`src/sv/int_to_ascii_fixed_width_assert.svh`:
```
// Assertion macros used by the top-level RTL file of the converter.
// Both macros sample on the rising clock and are switched off while reset is held.
`ifndef INT_TO_ASCII_FIXED_WIDTH_ASSERT_SVH
`define INT_TO_ASCII_FIXED_WIDTH_ASSERT_SVH

// The consequent must hold in the same cycle as the antecedent.
`define ITOAFW_ASSERT_SAME(lbl, ante, cons, msg) \
  lbl: assert property (@(posedge clk) disable iff (!rst_n) (ante) |-> (cons)) \
    else $error(msg);

// The consequent must hold in the cycle after the antecedent.
`define ITOAFW_ASSERT_NEXT(lbl, ante, cons, msg) \
  lbl: assert property (@(posedge clk) disable iff (!rst_n) (ante) |=> (cons)) \
    else $error(msg);

`endif

```
`src/sv/itoafw_pkg.sv`:
```
package itoafw_pkg;

  localparam int VALUE_W     = 32;
  localparam int DIGIT_W     = 4;
  localparam int CHAR_W      = 7;
  localparam int COUNT_CFG_W = 5;
  localparam int CFG_ADDR_W  = 1;
  localparam int CFG_DATA_W  = 5;
  localparam int IN_TDATA_W  = 32;
  localparam int OUT_TDATA_W = 8;

  localparam int MAX_DIGITS_DEF = 16;

  localparam logic [CFG_ADDR_W-1:0] REG_RADIX_HEX   = 1'b0;
  localparam logic [CFG_ADDR_W-1:0] REG_DIGIT_COUNT = 1'b1;

  localparam logic                   RADIX_HEX_RST   = 1'b1;
  localparam logic [COUNT_CFG_W-1:0] DIGIT_COUNT_RST = 5'd8;

  // Multiplying by this constant and dropping RECIP10_SHIFT bits divides any
  // 32-bit unsigned value by ten exactly.
  localparam logic [VALUE_W-1:0] RECIP10       = 32'hCCCC_CCCD;
  localparam int                 RECIP10_SHIFT = 35;

  localparam logic [CHAR_W-1:0] CHAR_ZERO   = 7'd48;
  localparam logic [CHAR_W-1:0] CHAR_A_BIAS = 7'd87;
  localparam logic [DIGIT_W-1:0] DEC_BASE   = 4'd10;

  function automatic logic [CHAR_W-1:0] digit_glyph(input logic [DIGIT_W-1:0] d);
    logic [CHAR_W-1:0] d_ext;
    d_ext = CHAR_W'(d);
    if (d < DEC_BASE) begin
      digit_glyph = CHAR_ZERO + d_ext;
    end else begin
      digit_glyph = CHAR_A_BIAS + d_ext;
    end
  endfunction

endpackage

```
`src/sv/int_to_ascii_fixed_width.sv`:
```
// Converts each 32-bit unsigned value into W ASCII digit characters, most
// significant first, in lower-case hexadecimal or in decimal as the radix
// register selects; W is the digit_count register clamped to MAX_DIGITS, and
// a count of zero makes the value produce no characters. Leading positions are
// zero-padded and digits that do not fit are dropped, except that a hex zero
// comes out as the single character '0'. The last character of each value has
// tlast set. One shared unit (a 32x32 reciprocal multiply for decimal, a shift
// for hex) yields one digit per cycle into a small digit memory; then each
// character is read from the memory and offered as one output transaction.
// No new value is accepted until the last character of a value is taken.
// Configuration must be written only while the block is idle.
`include "int_to_ascii_fixed_width_assert.svh"

module int_to_ascii_fixed_width
  import itoafw_pkg::*;
#(
  parameter int MAX_DIGITS = MAX_DIGITS_DEF
)(
  input  logic                   clk,
  input  logic                   rst_n,
  input  logic                   cfg_wr_en,
  input  logic [CFG_ADDR_W-1:0]  cfg_addr,
  input  logic [CFG_DATA_W-1:0]  cfg_wdata,
  input  logic                   in_tvalid,
  output logic                   in_tready,
  input  logic [IN_TDATA_W-1:0]  in_tdata,   // [31:0] value
  output logic                   out_tvalid,
  input  logic                   out_tready,
  output logic [OUT_TDATA_W-1:0] out_tdata,  // [6:0] digit_char, [7] zero fill
  output logic                   out_tlast
);

  localparam int IDX_W = (MAX_DIGITS > 1) ? $clog2(MAX_DIGITS) : 1;
  localparam int CNT_W = $clog2(MAX_DIGITS + 1);

  typedef enum logic [1:0] {S_IDLE, S_CONV, S_RD, S_OUT} state_t;

  state_t             state_r, state_nxt;
  logic               radix_hex_r, radix_hex_nxt;
  logic [COUNT_CFG_W-1:0] digit_count_r, digit_count_nxt;
  logic [CNT_W-1:0]   width_r, width_nxt;
  logic [IDX_W-1:0]   conv_idx_r, conv_idx_nxt;
  logic [IDX_W-1:0]   rd_idx_r, rd_idx_nxt;
  logic               out_valid_r, out_valid_nxt;
  logic               out_last_r, out_last_nxt;

  logic               in_accept;
  logic [VALUE_W-1:0] in_value;
  logic [CNT_W-1:0]   width_clamped;
  logic               conv_last;
  logic               unit_start;
  logic [VALUE_W-1:0] unit_operand;
  logic [VALUE_W-1:0] unit_quot;
  logic [DIGIT_W-1:0] unit_digit;
  logic               store_wr_en;
  logic               store_rd_en;
  logic [DIGIT_W-1:0] store_rd_data;

  assign in_value  = in_tdata[VALUE_W-1:0];
  assign in_tready = (state_r == S_IDLE);
  assign in_accept = in_tvalid && in_tready;

  assign width_clamped = (32'(digit_count_r) > 32'(MAX_DIGITS)) ? CNT_W'(MAX_DIGITS)
                                                                : CNT_W'(digit_count_r);
  assign conv_last = (CNT_W'(conv_idx_r) == (width_r - CNT_W'(1)));

  assign unit_start   = (in_accept && (width_clamped != '0))
                     || ((state_r == S_CONV) && !conv_last);
  assign unit_operand = (state_r == S_IDLE) ? in_value : unit_quot;
  assign store_wr_en  = (state_r == S_CONV);
  assign store_rd_en  = (state_r == S_RD);

  itoafw_digit_unit u_unit (
    .clk     (clk),
    .start   (unit_start),
    .hex     (radix_hex_r),
    .operand (unit_operand),
    .quot    (unit_quot),
    .digit   (unit_digit)
  );

  itoafw_digit_store #(
    .DEPTH (MAX_DIGITS),
    .IDX_W (IDX_W)
  ) u_store (
    .clk     (clk),
    .wr_en   (store_wr_en),
    .wr_idx  (conv_idx_r),
    .wr_data (unit_digit),
    .rd_en   (store_rd_en),
    .rd_idx  (rd_idx_r),
    .rd_data (store_rd_data)
  );

  always_comb begin
    state_nxt       = state_r;
    radix_hex_nxt   = radix_hex_r;
    digit_count_nxt = digit_count_r;
    width_nxt       = width_r;
    conv_idx_nxt    = conv_idx_r;
    rd_idx_nxt      = rd_idx_r;
    out_valid_nxt   = out_valid_r;
    out_last_nxt    = out_last_r;

    if (cfg_wr_en) begin
      case (cfg_addr)
        REG_RADIX_HEX:   radix_hex_nxt   = cfg_wdata[0];
        REG_DIGIT_COUNT: digit_count_nxt = cfg_wdata[COUNT_CFG_W-1:0];
        default: ;
      endcase
    end

    case (state_r)
      S_IDLE: begin
        if (in_accept && (width_clamped != '0)) begin
          // A hex zero converts as one digit so that only a single '0' comes out.
          width_nxt    = (radix_hex_r && (in_value == '0)) ? CNT_W'(1) : width_clamped;
          conv_idx_nxt = '0;
          state_nxt    = S_CONV;
        end
      end
      S_CONV: begin
        if (conv_last) begin
          rd_idx_nxt = IDX_W'(width_r - CNT_W'(1));
          state_nxt  = S_RD;
        end else begin
          conv_idx_nxt = conv_idx_r + IDX_W'(1);
        end
      end
      S_RD: begin
        out_valid_nxt = 1'b1;
        out_last_nxt  = (rd_idx_r == '0);
        state_nxt     = S_OUT;
      end
      S_OUT: begin
        if (out_tready) begin
          out_valid_nxt = 1'b0;
          if (out_last_r) begin
            state_nxt = S_IDLE;
          end else begin
            rd_idx_nxt = rd_idx_r - IDX_W'(1);
            state_nxt  = S_RD;
          end
        end
      end
      default: begin
        state_nxt = S_IDLE;
      end
    endcase
  end

  always_ff @(posedge clk) begin
    if (!rst_n) begin
      state_r       <= S_IDLE;
      radix_hex_r   <= RADIX_HEX_RST;
      digit_count_r <= DIGIT_COUNT_RST;
      width_r       <= '0;
      conv_idx_r    <= '0;
      rd_idx_r      <= '0;
      out_valid_r   <= 1'b0;
      out_last_r    <= 1'b0;
    end else begin
      state_r       <= state_nxt;
      radix_hex_r   <= radix_hex_nxt;
      digit_count_r <= digit_count_nxt;
      width_r       <= width_nxt;
      conv_idx_r    <= conv_idx_nxt;
      rd_idx_r      <= rd_idx_nxt;
      out_valid_r   <= out_valid_nxt;
      out_last_r    <= out_last_nxt;
    end
  end

  assign out_tvalid = out_valid_r;
  assign out_tlast  = out_last_r;
  assign out_tdata  = OUT_TDATA_W'(digit_glyph(store_rd_data));

  `ITOAFW_ASSERT_SAME(a_no_accept_while_emitting, 1'b1, !(in_tready && out_tvalid), "input accepted while a character is pending")
  `ITOAFW_ASSERT_NEXT(a_idle_after_last, out_tvalid && out_tready && out_tlast, in_tready, "block not idle after the last character of a value")
  `ITOAFW_ASSERT_SAME(a_conv_in_range, state_r == S_CONV, CNT_W'(conv_idx_r) < width_r, "digit index ran past the width")
  `ITOAFW_ASSERT_SAME(a_rd_in_range, (state_r == S_RD) || (state_r == S_OUT), CNT_W'(rd_idx_r) < width_r, "read index outside the converted digits")

endmodule

```
`src/sv/itoafw_digit_unit.sv`:
```
module itoafw_digit_unit
  import itoafw_pkg::*;
(
  input  logic               clk,
  input  logic               start,
  input  logic               hex,
  input  logic [VALUE_W-1:0] operand,
  output logic [VALUE_W-1:0] quot,
  output logic [DIGIT_W-1:0] digit
);

  logic [VALUE_W-1:0]   operand_r;
  logic                 hex_r;
  logic [2*VALUE_W-1:0] prod_r;
  logic [DIGIT_W-1:0]   q_low;
  logic [DIGIT_W-1:0]   dec_digit;

  always_ff @(posedge clk) begin
    if (start) begin
      operand_r <= operand;
      hex_r     <= hex;
      prod_r    <= (2*VALUE_W)'(operand) * (2*VALUE_W)'(RECIP10);
    end
  end

  // The decimal remainder is below ten, so the low four bits of
  // operand - 10 * quotient are enough to recover it.
  assign q_low     = prod_r[RECIP10_SHIFT +: DIGIT_W];
  assign dec_digit = operand_r[DIGIT_W-1:0] - {q_low[0], 3'b000} - {q_low[2:0], 1'b0};

  assign quot  = hex_r ? (operand_r >> DIGIT_W)
                       : VALUE_W'(prod_r[2*VALUE_W-1:RECIP10_SHIFT]);
  assign digit = hex_r ? operand_r[DIGIT_W-1:0] : dec_digit;

endmodule

```
`src/sv/itoafw_digit_store.sv`:
```
module itoafw_digit_store
  import itoafw_pkg::*;
#(
  parameter int DEPTH = MAX_DIGITS_DEF,
  parameter int IDX_W = 4
)(
  input  logic               clk,
  input  logic               wr_en,
  input  logic [IDX_W-1:0]   wr_idx,
  input  logic [DIGIT_W-1:0] wr_data,
  input  logic               rd_en,
  input  logic [IDX_W-1:0]   rd_idx,
  output logic [DIGIT_W-1:0] rd_data
);

  logic [DIGIT_W-1:0] mem [DEPTH];
  logic [DIGIT_W-1:0] rd_data_r;

  always_ff @(posedge clk) begin
    if (wr_en) begin
      mem[wr_idx] <= wr_data;
    end
    if (rd_en) begin
      rd_data_r <= mem[rd_idx];
    end
  end

  assign rd_data = rd_data_r;

endmodule

```
`config.mk`:
```
export PLATFORM = sky130hd
export DESIGN_NAME = int_to_ascii_fixed_width
export DESIGN_NICKNAME = d
export VERILOG_FILES = /design/src/sv/itoafw_pkg.sv /design/src/sv/int_to_ascii_fixed_width.sv /design/src/sv/itoafw_digit_unit.sv /design/src/sv/itoafw_digit_store.sv
export VERILOG_INCLUDE_DIRS = /design/src /design/src/sv
export SDC_FILE = /design/constraint.sdc
export NUM_CORES = 1
export LEC_CHECK = 0
export ABC_AREA = 1
export BUFFER_PORTS_ARGS = -buffer_cell sky130_fd_sc_hd__buf_2
export CAP_MARGIN = 0
export CORE_UTILIZATION = 40
export CTS_CLUSTER_DIAMETER = 50
export DETAILED_ROUTE_END_ITERATION = 10
export HOLD_SLACK_MARGIN = 0.08
export PLACE_DENSITY = 0.56
export SLEW_MARGIN = 40
export SYNTH_ARGS = -nofsm -noshare
export SYNTH_HDL_FRONTEND = slang
export SYNTH_HIERARCHICAL = 1
export SYNTH_SLANG_ARGS = --single-unit
```
`constraint.sdc`:
```
create_clock -name clk -period 7 [get_ports clk]
set_input_delay 0.35 -clock clk [delete_from_list [all_inputs] [get_ports clk]]
set_output_delay 0.35 -clock clk [all_outputs]
set_load 0.02 [all_outputs]
```
==> reports/qor.csv <==
stage,metric,value,unit
synthesis,seq_area_frac_synth,16.8,%
timing,maxSlewHeadroom,43.6,%
global_routing,grt_max_degree,59,
global_routing,grt_pass1_wl,132000,um
critical_path,cp-start-kind,flop,
timing,fin_skew,0.0169,ns
critical_path,cp_max_fo,6,
outcome,status,finished clean,
cts,clk_path_buf_depth,2,
cts,clock-sinks,153,
routing,drt_iter0_markers,1573,
routing,drcViolationCount,0,
cts,htreeDepth,4,
placed_design,place_hpwl,76700,um
floorplanning,coreArea,63500,um2
critical_path,crit_family,adder cells,
synthesis,synth_area_per_cell,8.43,um2
finish,drive_above_1_share,24.9,%
critical_path,slowest_delay,0.57,ns
critical_path,crit_buf_inv,6,
floorplanning,die_w,257,um
finish,postLayoutCoreUtil,51.7,%
timing,fin_ws,0.0268,ns
routing,routed_wl,88500,um
routing,drt_pre_antenna_iters,5,
routing,vias_per_cell,4.86,
cts,holdBufCountCts,0,
timing,report.final.setup_viol,0,
critical_path,worstPathRequired,7.20,ns
cts,cts-root-buf,clkbuf_16,
routing,antenna_left,0,
placed_design,portBuffers,51,
critical_path,critical_path_class,reg -> reg,
run,cap_viol_max_count,0,
routing,vias,21403,
floorplanning,die-area,65800,um2
critical_path,endpoint_kind,flop,
routing,wl_per_cell,20.1,um
finish,syn2layout_area_growth,26.8,%
global_routing,grt_overflow,0,
floorplanning,fp-row-count,92,
synthesis,netlist_area,25900,um2
global_routing,antenna_found_initial,1,
cts,cts_tree,done,
floorplanning,dieHeight,257,um
synthesis,ys_ff_latch,153,
synthesis,yosysWarnings,6,
critical_path,worstPathArrival,7.17,ns
synthesis,yosysUniqueCellTypes,49,
timing,worst_slew_pin_slew,0.845,ns
cts,clock_latency,0.46,ns
floorplanning,io_pins,54,
timing,post-route-period-util,99.6,%
timing,drv_slew,0,
timing,tns,0,ns
placed_design,pre_cts_ws,-0.463,ns
critical_path,path_common_cell,nand2_1,
cts,numCtsBuffers,17,
synthesis,synth_cells,3076,
placed_design,place.gp.congestion,0.997,
cts,clkSlewWorstSetupHoldPaths,0.07,ns
timing,max_freq,143,MHz
critical_path,crit_path_top_delay_cell,fa_1,
global_routing,grt_util_all_layers,27.1,%
worst_hold_path,hold_class,in -> reg,
timing,min_period,6.97,ns
finish,final_nets,4322,
global_routing,first_global_vias,22281,
floorplanning,start_util,40.8,%
timing,rsz0062_at_grt,yes,
timing,finalHoldViolCount,0,
per-layer routing:
layer	vias up	wire length (um)	global-route usage, %
met1	10359	36800	35.2
met4	0	3370	8.80
li1	10225	-	-
met3	141	5860	4.50
met5	-	0	0
met2	678	42500	45.8
state kept, by name (all words and copies together), names as in the netlist, 2 cells and up:
name / count
u_unit/operand_r: 32
conv_idx_r: 4
u_store/rd_data: 4
digit_count_r: 5
u_unit/prod_r: 29
state_r: 2
rd_idx_r: 4
u_store/mem: 64
width_r: 5
per-stage QoR:
step,instance area [um2],hold WS [ns],cells
2_1_floorplan,25900,0.408,3078
3_3_place_gp,30100,0.446,4336
3_5_place_dp,30100,0.422,4336
4_1_cts,31100,0.117,4373
5_1_grt,32900,0.109,4399
6_report,32900,0.117,4400
cells in the final DEF (no fill, tap or decap), types with 5 or more instances in the layout:
cell         n
a21o_1      11
a21oi_1     66
a21oi_2     26
a21oi_4      9
buf_12       6
buf_2       51
buf_4      393
buf_6       22
clkbuf_16   19
conb_1       5
dfxtp_1     23
edfxtp_1   130
fa_1       366
fa_2        20
ha_1       284
ha_2        10
ha_4        59
inv_1      803
inv_2       45
inv_4        6
inv_6        6
mux2_4      12
nand2_1    578
nand2_2     61
nand2_4     18
nand3_1    115
nand3_2      8
nand4_1     22
nor2_1     128
nor2_2      34
nor2_4      27
nor3_2      10
o21ai_0     31
o21ai_1     21
o21bai_1    18
xnor2_1      9
xor2_1      37
final cells by class:
cell class,instances,area [um2]
repair buffers,474,3630
diodes,1,2.50
multi-input cells,2037,20000
flip-flops and latches,153,4360
inverters,857,3250
fillers,5988,30700
clock inverters,13,133
clock buffers,19,454
well taps,846,1060
synth_stat cells (all sizes together):
| cell type | n | area [um2] |
|---|---|---|
| buf | 20 | 154 |
| clkbuf | 11 | 41.3 |
| o21ai | 55 | 275 |
| o21a | 1 | 7.51 |
| xor2 | 43 | 377 |
| nand2 | 658 | 2490 |
| ha | 353 | 4420 |
| o21bai | 20 | 150 |
| or2 | 3 | 18.8 |
| nand3 | 127 | 653 |
| inv | 856 | 3220 |
| a21oi | 101 | 509 |
| mux2i | 1 | 10.0 |
| a31o | 1 | 8.76 |
| nor2 | 189 | 744 |
| xnor2 | 12 | 105 |
| and2 | 2 | 12.5 |
| nand3b | 2 | 15.0 |
| o22ai | 2 | 12.5 |
| nor3 | 17 | 126 |
| a21boi | 1 | 7.51 |
| nand4 | 22 | 138 |
| a21o | 11 | 82.6 |
| edfxtp | 130 | 3900 |
| mux2 | 16 | 180 |
| o211ai | 1 | 7.51 |
| fa | 386 | 7730 |
| nor4 | 5 | 37.5 |
| clkinv | 1 | 3.75 |
| a22oi | 2 | 15.0 |
| a31oi | 1 | 6.26 |
| dfxtp | 23 | 460 |
| conb | 3 | 11.3 |
final timing paths:
path	cells past startpoint	end	startpoint	slack (ns)
hold reg to reg	0	u_unit/hex_r$_DFFE_PP_	radix_hex_r$_SDFFE_PN1P_	0.45
setup reg to reg	29	u_unit/prod_r[58]$_DFFE_PP_	u_unit/hex_r$_DFFE_PP_	0.03
hold / removal	3	digit_count_r[3]$_SDFFE_PN1P_	cfg_wdata[3]	0.12
setup / recovery	29	u_unit/prod_r[58]$_DFFE_PP_	u_unit/hex_r$_DFFE_PP_	0.03
cell families after synthesis:
group / synth area share [%]
muxes: 0.734
DFF: 16.8
other: 0.0434
buffers and inverters: 13.2
and+or+nand+nor: 16.3
xor gates and xnor gates: 1.86
AOI/OAI and AO/OA: 4.17
adders and majority gates: 46.8
timing repair:
| item | CTS | global route |
|---|---|---|
| pin swaps | 28 | 138 |
| setup endpoints to repair | 29 | 29 |
| gates resized for setup | 103 | 371 |
| cloned | 1 | 1 |
| setup buffers | 4 | 28 |
worst reg2reg max path, delay by kind of cell (launching register included):
| kind | cells | cell delay, ns |
|---|---|---|
| DFF | 1 | 0.43 |
| and+or+nand+nor | 9 | 0.63 |
| adders and majority gates | 9 | 3.92 |
| muxes | 1 | 0.31 |
| xor gates and xnor gates | 1 | 0.24 |
| buffers and inverters | 6 | 0.71 |
| AOI/OAI and AO/OA | 3 | 0.44 |
Power is left out: the tool's default activity adds up to more than one toggle a clock period on the data nets, which glitch-free logic cannot reach.
